<file path="src/rtl/core/frame_psnr_snr_meter_core_assert.svh">
// Assertion macros for the frame PSNR/SNR meter core.
// Define ASSERT_OFF to compile the checks out.
`ifndef FRAME_PSNR_SNR_METER_CORE_ASSERT_SVH
`define FRAME_PSNR_SNR_METER_CORE_ASSERT_SVH
`ifndef ASSERT_OFF
`define FPSM_ASSERT_NEVER(lbl, clk, rstn, cond) \
  lbl: assert property (@(posedge clk) disable iff (!(rstn)) !(cond)) \
    else $error("%m: forbidden condition");
`define FPSM_ASSERT_IMPL(lbl, clk, rstn, ante, cons) \
  lbl: assert property (@(posedge clk) disable iff (!(rstn)) (ante) |-> (cons)) \
    else $error("%m: implication failed");
`define FPSM_ASSERT_NEXT(lbl, clk, rstn, ante, cons) \
  lbl: assert property (@(posedge clk) disable iff (!(rstn)) (ante) |=> (cons)) \
    else $error("%m: next-cycle implication failed");
`else
`define FPSM_ASSERT_NEVER(lbl, clk, rstn, cond)
`define FPSM_ASSERT_IMPL(lbl, clk, rstn, ante, cons)
`define FPSM_ASSERT_NEXT(lbl, clk, rstn, ante, cons)
`endif
`endif

</file>
<file path="src/rtl/core/fpsm_pkg.sv">
// Shared types, constants and helpers of the frame PSNR/SNR meter.
// No dependencies.
`default_nettype none
package fpsm_pkg;

  localparam int SMP_W      = 17;
  localparam int PEAK_W     = 16;
  localparam int BLEN_W     = 21;
  localparam int IDX_W      = 32;
  localparam int CNT_W      = 48;
  localparam int SUM_W      = 63;
  localparam int MSE_W      = 40;
  localparam int RMSE_W     = 24;
  localparam int DB_W       = 16;
  localparam int CFG_IDX_W  = 1;
  localparam int CFG_DATA_W = 21;
  localparam int LOG_W      = 22;
  localparam int DF_W       = 24;
  localparam int PR_W       = 43;
  localparam int RND_W      = PR_W - 24;
  localparam int DIV_W      = SUM_W + 8;
  localparam int STEP_W     = 7;

  localparam int MAX_BLK_LEN_DEF  = 1048576;
  localparam int SAMPLE_WIDTH_DEF = 17;

  localparam logic [CFG_IDX_W-1:0] CFG_PEAK = 1'd0;
  localparam logic [CFG_IDX_W-1:0] CFG_BLEN = 1'd1;

  localparam logic [PEAK_W-1:0] PEAK_RST = 16'd255;
  localparam logic [BLEN_W-1:0] BLEN_RST = 21'd152064;

  localparam logic KIND_SAMPLE = 1'b0;
  localparam logic KIND_FLUSH  = 1'b1;
  localparam logic SCOPE_FRAME = 1'b0;
  localparam logic SCOPE_TOTAL = 1'b1;

  localparam logic signed [DB_W-1:0]  DB_ONE     = 16'sd256;
  localparam logic signed [DB_W-1:0]  DB_MIN     = -16'sd32768;
  localparam logic signed [DB_W-1:0]  DB_MAX     = 16'sd32767;
  localparam logic signed [19:0]      DB_SCALE   = 20'sd197283;
  localparam logic signed [PR_W-1:0]  DB_HALF    = 43'sd8388608;
  localparam logic signed [RND_W-1:0] DB_MAX_RND = 19'sd32767;
  localparam logic signed [RND_W-1:0] DB_MIN_RND = -19'sd32768;

  localparam logic [STEP_W-1:0] DIV_LAST  = 7'd70;
  localparam logic [STEP_W-1:0] SQRT_LAST = 7'd23;
  localparam logic [STEP_W-1:0] NORM_LAST = 7'd5;
  localparam logic [STEP_W-1:0] SQ_LAST   = 7'd15;

  typedef enum logic [3:0] {
    OP_NONE, OP_ACC, OP_LOAD, OP_DIV, OP_SQRT_INIT, OP_SQRT, OP_LOG_LOAD,
    OP_LOG_NORM, OP_LOG_SQ, OP_LOG_STORE, OP_DB0, OP_DB1, OP_DB2, OP_CLEAR
  } fpsm_op_t;

  typedef enum logic [1:0] {LOG_EA, LOG_ERR, LOG_PK, LOG_CNT} fpsm_lsel_t;

  typedef struct packed {
    fpsm_op_t   op;
    logic       scope;
    logic       last;
    fpsm_lsel_t lsel;
    logic [2:0] norm_idx;
  } fpsm_cmd_t;

  typedef struct packed {
    logic pos_last;
    logic pos_nonzero;
  } fpsm_sts_t;

  typedef struct packed {
    logic                     scope;
    logic [IDX_W-1:0]         frame_index;
    logic [CNT_W-1:0]         sample_count;
    logic [SUM_W-1:0]         ref_energy;
    logic [SUM_W-1:0]         test_energy;
    logic [SUM_W-1:0]         err_energy;
    logic [MSE_W-1:0]         mse;
    logic [RMSE_W-1:0]        rmse;
    logic signed [DB_W-1:0]   snr_db;
    logic signed [DB_W-1:0]   psnr_db;
    logic                     last;
  } fpsm_res_t;

  function automatic logic [SUM_W-1:0] sat_add(input logic [SUM_W-1:0] s,
                                               input logic [SUM_W-1:0] x);
    logic [SUM_W:0] t;
    t = {1'b0, s} + {1'b0, x};
    return t[SUM_W] ? {SUM_W{1'b1}} : t[SUM_W-1:0];
  endfunction

  // round half up to Q8.8 and clamp
  function automatic logic signed [DB_W-1:0] db_sat(input logic signed [PR_W-1:0] p);
    logic signed [PR_W-1:0]  t;
    logic signed [RND_W-1:0] r;
    t = p + DB_HALF;
    r = t[PR_W-1:24];
    if (r > DB_MAX_RND) return DB_MAX;
    if (r < DB_MIN_RND) return DB_MIN;
    return r[DB_W-1:0];
  endfunction

endpackage
`default_nettype wire

</file>
<file path="src/rtl/core/fpsm_ctrl.sv">
// Sequencer: accepts beats, then steps divider, root, log and dB units.
// Depends on fpsm_pkg.
`default_nettype none
module fpsm_ctrl import fpsm_pkg::*; (
  input  logic      clk,
  input  logic      rst_n,
  input  logic      in_valid,
  input  logic      in_kind,
  output logic      in_ready,
  input  logic      out_ready,
  output logic      out_valid,
  input  fpsm_sts_t sts,
  output fpsm_cmd_t cmd
);

  typedef enum logic [3:0] {
    S_ACC, S_DRAIN, S_LOAD, S_DIV, S_SQRTI, S_SQRT, S_LOGL, S_LOGN, S_LOGS,
    S_LOGST, S_DB0, S_DB1, S_DB2, S_OUT
  } state_t;

  state_t            state_r, state_nxt;
  logic [STEP_W-1:0] cnt_r, cnt_nxt;
  fpsm_lsel_t        lsel_r, lsel_nxt;
  logic              scope_r, scope_nxt;
  logic              tot_pend_r, tot_pend_nxt;
  logic              in_ready_r, in_ready_nxt;
  logic              out_valid_r, out_valid_nxt;
  logic              in_acc;

  assign in_acc    = in_valid && in_ready_r;
  assign in_ready  = in_ready_r;
  assign out_valid = out_valid_r;

  always_comb begin
    state_nxt     = state_r;
    cnt_nxt       = cnt_r;
    lsel_nxt      = lsel_r;
    scope_nxt     = scope_r;
    tot_pend_nxt  = tot_pend_r;
    in_ready_nxt  = in_ready_r;
    out_valid_nxt = out_valid_r;
    cmd.op        = OP_NONE;
    cmd.scope     = scope_r;
    cmd.last      = (scope_r == SCOPE_TOTAL) || !tot_pend_r;
    cmd.lsel      = lsel_r;
    cmd.norm_idx  = cnt_r[2:0];
    case (state_r)
      S_ACC: begin
        if (in_acc) begin
          if (in_kind == KIND_SAMPLE) begin
            cmd.op = OP_ACC;
            if (sts.pos_last) begin
              scope_nxt    = SCOPE_FRAME;
              tot_pend_nxt = 1'b0;
              in_ready_nxt = 1'b0;
              state_nxt    = S_DRAIN;
            end
          end else begin
            scope_nxt    = sts.pos_nonzero ? SCOPE_FRAME : SCOPE_TOTAL;
            tot_pend_nxt = 1'b1;
            in_ready_nxt = 1'b0;
            state_nxt    = S_DRAIN;
          end
        end
      end
      S_DRAIN: state_nxt = S_LOAD;
      S_LOAD: begin
        cmd.op    = OP_LOAD;
        cnt_nxt   = '0;
        state_nxt = S_DIV;
      end
      S_DIV: begin
        cmd.op  = OP_DIV;
        cnt_nxt = cnt_r + 1'b1;
        if (cnt_r == DIV_LAST) state_nxt = S_SQRTI;
      end
      S_SQRTI: begin
        cmd.op    = OP_SQRT_INIT;
        cnt_nxt   = '0;
        state_nxt = S_SQRT;
      end
      S_SQRT: begin
        cmd.op  = OP_SQRT;
        cnt_nxt = cnt_r + 1'b1;
        if (cnt_r == SQRT_LAST) begin
          lsel_nxt  = LOG_EA;
          state_nxt = S_LOGL;
        end
      end
      S_LOGL: begin
        cmd.op    = OP_LOG_LOAD;
        cnt_nxt   = '0;
        state_nxt = S_LOGN;
      end
      S_LOGN: begin
        cmd.op  = OP_LOG_NORM;
        cnt_nxt = cnt_r + 1'b1;
        if (cnt_r == NORM_LAST) begin
          cnt_nxt   = '0;
          state_nxt = S_LOGS;
        end
      end
      S_LOGS: begin
        cmd.op  = OP_LOG_SQ;
        cnt_nxt = cnt_r + 1'b1;
        if (cnt_r == SQ_LAST) state_nxt = S_LOGST;
      end
      S_LOGST: begin
        cmd.op    = OP_LOG_STORE;
        state_nxt = S_LOGL;
        case (lsel_r)
          LOG_EA:  lsel_nxt = LOG_ERR;
          LOG_ERR: lsel_nxt = LOG_PK;
          LOG_PK:  lsel_nxt = LOG_CNT;
          default: state_nxt = S_DB0;
        endcase
      end
      S_DB0: begin
        cmd.op    = OP_DB0;
        state_nxt = S_DB1;
      end
      S_DB1: begin
        cmd.op    = OP_DB1;
        state_nxt = S_DB2;
      end
      S_DB2: begin
        cmd.op        = OP_DB2;
        out_valid_nxt = 1'b1;
        state_nxt     = S_OUT;
      end
      S_OUT: begin
        if (out_ready) begin
          out_valid_nxt = 1'b0;
          if (scope_r == SCOPE_FRAME && tot_pend_r) begin
            scope_nxt = SCOPE_TOTAL;
            state_nxt = S_LOAD;
          end else begin
            if (scope_r == SCOPE_TOTAL) cmd.op = OP_CLEAR;
            tot_pend_nxt = 1'b0;
            in_ready_nxt = 1'b1;
            state_nxt    = S_ACC;
          end
        end
      end
      default: state_nxt = S_ACC;
    endcase
  end

  always_ff @(posedge clk) begin
    if (!rst_n) begin
      state_r     <= S_ACC;
      cnt_r       <= '0;
      lsel_r      <= LOG_EA;
      scope_r     <= SCOPE_FRAME;
      tot_pend_r  <= 1'b0;
      in_ready_r  <= 1'b1;
      out_valid_r <= 1'b0;
    end else begin
      state_r     <= state_nxt;
      cnt_r       <= cnt_nxt;
      lsel_r      <= lsel_nxt;
      scope_r     <= scope_nxt;
      tot_pend_r  <= tot_pend_nxt;
      in_ready_r  <= in_ready_nxt;
      out_valid_r <= out_valid_nxt;
    end
  end

endmodule
`default_nettype wire

</file>
<file path="config.mk">
export PLATFORM = sky130hd
export DESIGN_NAME = fpsm_ctrl
export DESIGN_NICKNAME = d
export VERILOG_FILES = /design/src/rtl/core/frame_psnr_snr_meter_core_assert.svh /design/src/rtl/core/fpsm_pkg.sv /design/src/rtl/core/fpsm_ctrl.sv
export SDC_FILE = /design/constraint.sdc
export NUM_CORES = 1
export LEC_CHECK = 0
export BUFFER_PORTS_ARGS = -buffer_cell sky130_fd_sc_hd__buf_2
export CAP_MARGIN = 20
export CELL_PAD_IN_SITES_DETAIL_PLACEMENT = 1
export CELL_PAD_IN_SITES_GLOBAL_PLACEMENT = 2
export CORE_ASPECT_RATIO = 1.2
export CORE_UTILIZATION = 34
export CTS_CLUSTER_SIZE = 16
export DETAILED_ROUTE_END_ITERATION = 8
export PLACE_DENSITY = 0.87
export SETUP_SLACK_MARGIN = 0.5
export SLEW_MARGIN = 20
export SYNTH_ARGS = -nofsm -noshare
export SYNTH_HDL_FRONTEND = slang
export SYNTH_SLANG_ARGS = --single-unit
</file>
<file path="constraint.sdc">
create_clock -name clk -period 4 [get_ports clk]
set_clock_uncertainty 0.15 [all_clocks]
set_input_delay 0 -clock clk [delete_from_list [all_inputs] [get_ports clk]]
set_output_delay 0 -clock clk [all_outputs]
set_load 0.05 [all_outputs]
</file>
Word level (Yosys, flattened, before mapping)

Index checks and enable logic that the tools add are counted.

Bits in registers: 17
Latch bits: 0
Bits in writable memories: 0
ROM bits: 0
Input port bits: 7
Output and inout port bits: 13
Logic and storage cells: 97
Memories kept: 0

$add $sub $neg: 1
Multipliers: 0
Divide/modulo/power cells: 0
$lt $le $gt $ge: 0
Eq/ne operators: 29
Shift operators: 0
Mux-type cells: 41
Bitwise gates (word level): 1
Reduce and logical (&&, ||, !) cells: 18

Operator list:

| cell                | count |
|---|---|
| $pmux 4 s14         | 1 |
| $pmux 4 s13         | 1 |
| $mux 4              | 12 |
| $eq 4x4->1 const B  | 6 |
| $pmux 7 s3          | 1 |
| $mux 1              | 17 |
| $eq 4x3->1 const B  | 4 |
| $ne 2x2->1 const B  | 8 |
| $reduce_and 5->1    | 2 |
| $reduce_or 3->1     | 3 |
| $eq 4x2->1 const B  | 2 |
| $pmux 1 s2          | 4 |
| $add 7x1->7 const B | 1 |
| $eq 7x3->1 const B  | 1 |
| $eq 7x4->1 const B  | 1 |
| $eq 7x5->1 const B  | 1 |
| $eq 7x7->1 const B  | 1 |
| $mux 7              | 1 |
| $reduce_and 7->1    | 1 |
| $pmux 2 s3          | 1 |
| $reduce_bool 2->1   | 3 |
| $eq 4x1->1 const B  | 1 |
| $logic_not 4->1     | 1 |
| $mux 2              | 2 |
| 13 further kinds    | 14 |

Depth between registers and ports, before layout

Word-level depth: 5
Gate-level depth with buffers: 7
Mapped depth without buffers: 7

Worst setup path before layout

No wires, ideal clock.

Path type: register -> output
Start point: register in_ready_r (netlist: in_ready)
End point: output port cmd[7] (netlist bit)
Data arrival time: 2.106 ns
Data required time: 3.850 ns
Setup slack: 1.744 ns
Stages on the path, launching flop included: 3
Path buffers: 0
Cells stage by stage: dfxtp_1 nand3b_1 o32ai_1

RTL lines:

| item                   | RTL line         | RTL |
|---|---|---|
| start, declared        | fpsm_ctrl.sv:26  | `logic in_ready_r, in_ready_nxt;` |
| start signal, assigned | fpsm_ctrl.sv:164 | `in_ready_r <= in_ready_nxt;` |
| end, declared          | fpsm_ctrl.sv:13  | `output fpsm_cmd_t cmd` |

Worst setup path in the final report

Start point: register state_r[2]
End point: register tot_pend_r

Longest elaborated chain between the ends: 3
Elaborated cells on any way between the ends: 9
Classes of those cells: 5 x eq/ne; 1 x mux; 3 x reduce/logical

Ends and longest elaborated chain:

| item                                                      | RTL line         | RTL |
|---|---|---|
| start, declared                                           | fpsm_ctrl.sv:21  | `state_t state_r, state_nxt;` |
| start signal, assigned                                    | fpsm_ctrl.sv:159 | `state_r <= state_nxt;` |
| $eq 4x4->1 or $logic_not 4->1 (tied branches)             | fpsm_ctrl.sv:47  | `case (state_r)` |
| $ne 2x2->1 (no source line), or another cell as far along | --               |  |
| $reduce_and 5->1 (no source line)                         | --               |  |
| end signal, assigned                                      | fpsm_ctrl.sv:163 | `tot_pend_r <= tot_pend_nxt;` |
| end, declared                                             | fpsm_ctrl.sv:25  | `logic tot_pend_r, tot_pend_nxt;` |

Parallel ways exist; a longest one is shown, timed or not.
A chain may end at the register's enable or synchronous reset.

==> metrics.cfg <==
[power]
vdd_drop_max_v = 0.0002509
p_per_area_nw_per_um2 = 438.9
p_leak_nw = 0.5329

[sta]
slew_viol_final = 0
hold_viol = 0
worst_pin_slew_ps = 669.0
period_share = 0.6400
fin_setup_tns_ps = 0
finalCriticalPeriod_ps = 2560
setup_viol = 0
rsz0062_at_grt = no
fmax_ghz = 0.3907
slew_headroom = 0.5534

[clock_network]
cts-buffers-inserted = 3
holdBufCountCts = 3
numClockSinks = 17
clk_latency_ps = 250
post_cts_buffers = 0
root_buffer = clkbuf_8
cts_buffer_depth = 2
clkTransAtPathRegs_ps = 70
ctsResizeCount = 0
cts_tree = done
htreeDepth = 1

[yosys]
syn-cell-area_um2 = 1185
synth_seq_cells = 17
synth-warning-count = 0
ys_seq_area_frac = 0.2872
yosys.area.top_type = dfxtp_1
synth.area.top_cells = dfxtp_1 29%, ha_1 6.3%, nor2_1 4.4%
synth_cell_types = 44
yosysMostFrequentCell = dfxtp_1
synth_ff_type = dfxtp_1
netlist_instances = 153
syn_nets = 166
synthTopCellsByCount = 17 x dfxtp_1, 14 x nor2_1, 11 x nand2_1
synth_top_area_share = 0.2872
avgSynthCellArea_um2 = 7.744
synth-edff-count = 0
synthArstFlopShare = 0

[drt]
wire_per_inst_um = 15.90
drc = 0
vias = 1153
drt_iter0_markers = 27
firstDrtPassIters = 4
vias_per_cell = 5.624
ant_nets = 0
routed_wirelength_um = 3259

[global_routing]
grt_pass1_wl_um = 5402
overflow = 0
grt_usage = 0.1867
grt_antenna_before_repair = 0
grt_max_degree = 19
first_global_vias = 1189

[worst_setup_path]
r2r-start = state_r[2]
timing_worst_setup_path_type = reg2reg
startpoint = state_r[2]
critPathTopFamily = simple AND/OR/NAND/NOR gates
max_stage_delay_ps = 550
required_ps = 3990
critPathCaptureType = register
path_cells = or3_1, nor3_1, a211oi_1, a31oi_1, nor2b_1, dlygate4sd3_1
worstPathArrival_ps = 2550
start_kind = register
crit_fanout = 16
crit_buf_inv = 1
critPathSlowestCell = dlygate4sd3_1

[cells_and_area]
fin_nets = 182
area_growth_pct = 13.41
layout-drive-gt1-share = 0.1726
layout.cells.non_filler = 205
n_antenna_cell = 0
fillCellCount = 422

[run]
cap_violations = 0

[place]
hpwl_um = 2444
dp_cells = 198
place_congestion = 0.7637
portBuffers = 19

[floorplan]
io_pins = 20
start_util = 0.3549
die-area_um2 = 3726
coreArea_um2 = 3338
die_y_um = 66.67
die_w_um = 55.89
placementRows = 23

[status]
status = finished clean

[hold_path]
hp-class = in2reg
hold_path.startpoint = sts[0]

per-stage QoR:
step / util / setup slack, ps / area, µm² / power [W] / hold WS, ps
4_1_cts: 0.4025 / 1475 / 1344 / 0.0005955 / 29.42
2_1_floorplan: - / 1744 / 1185 / 0.0004052 / 0.7089
3_5_place_dp: 0.3801 / 1950 / 1269 / 0.0004585 / 183.7
5_1_grt: 0.4025 / 1340 / 1344 / 0.0006289 / 51.05
6_report: 0.4025 / 1440 / 1344 / 0.0005898 / 28.56
3_3_place_gp: 0.3801 / 2002 / 1269 / 0.0004528 / 179.1
cells by family after synthesis:
group                    count (synthesis)  synth area share
adder cells (fa/ha/maj)                  6           0.06336
AND/OR/NAND/NOR                         65            0.3052
XOR/XNOR                                 6           0.04435
buffers and inverters                   20           0.07708
AO/OA/AOI/OAI                           36            0.1975
multiplexers                             3           0.02534
flip-flops                              17            0.2872
worst min-delay path: stages:
cell	delay [ps]
buf_2	70
nand3b_1	100
o21ai_0	70
and2_1	150
registers in the layout (all words and copies together), names as in the netlist:
register    flops
cnt_r           7
state_r         4
lsel_r          2
in_ready        1
out_valid       1
scope_r         1
tot_pend_r      1
worst paths after layout:
check                             endpoint  slack [ps]  cells past startpoint
worst min-delay path               scope_r          30                      4
worst min register to register   lsel_r[1]         360                      2
worst max register to register  tot_pend_r        1440                      6
worst max-delay path            tot_pend_r        1440                      6
cells in the final DEF (no fill, tap or decap), types with 3 or more instances in the layout:
cell	count
a21oi_1	10
nor3_1	6
dlygate4sd3_1	3
dfxtp_1	17
and2_1	3
clkbuf_8	3
o21ai_0	9
nand3b_1	4
mux2i_1	3
nor2_1	14
nor2b_1	7
ha_1	6
buf_2	19
nand2_1	11
nand4_1	3
xor2_1	4
inv_1	9
a211oi_1	3
routing by layer:
| metal | global-route usage | wire length (µm) | part of all wire | vias up |
|---|---|---|---|---|
| li1 | - | - | - | 565 |
| met1 | 0.2054 | 1421 | 0.44 | 554 |
| met2 | 0.3539 | 1664 | 0.51 | 28 |
| met3 | 0.02913 | 124 | 0.038 | 6 |
| met4 | 0.08232 | 48 | 0.015 | 0 |
| met5 | 0 | 0 | 0 | - |
cell type report:
class,count,area (µm²),area share
sequential,17,340.3,0.2533
clock buffer,4,45.04,0.03352
timing repair buffer,22,125.1,0.09311
multi-input combinational,116,753.2,0.5605
tap,37,46.29,0.03445
inverter,9,33.78,0.02514
power breakdown:
| part | internal, W | switching (W) | total (W) | leakage, nW |
|---|---|---|---|---|
| combinational | 0.0000781 | 0.000161 | 0.000239 | 0.372 |
| sequential | 0.000185 | 0.0000334 | 0.000218 | 0.138 |
| clock | 0.0000708 | 0.0000616 | 0.000132 | 0.0228 |
| total | 0.000334 | 0.000256 | 0.000590 | 0.533 |
No activity file was read; power rests on OpenSTA's default activity.
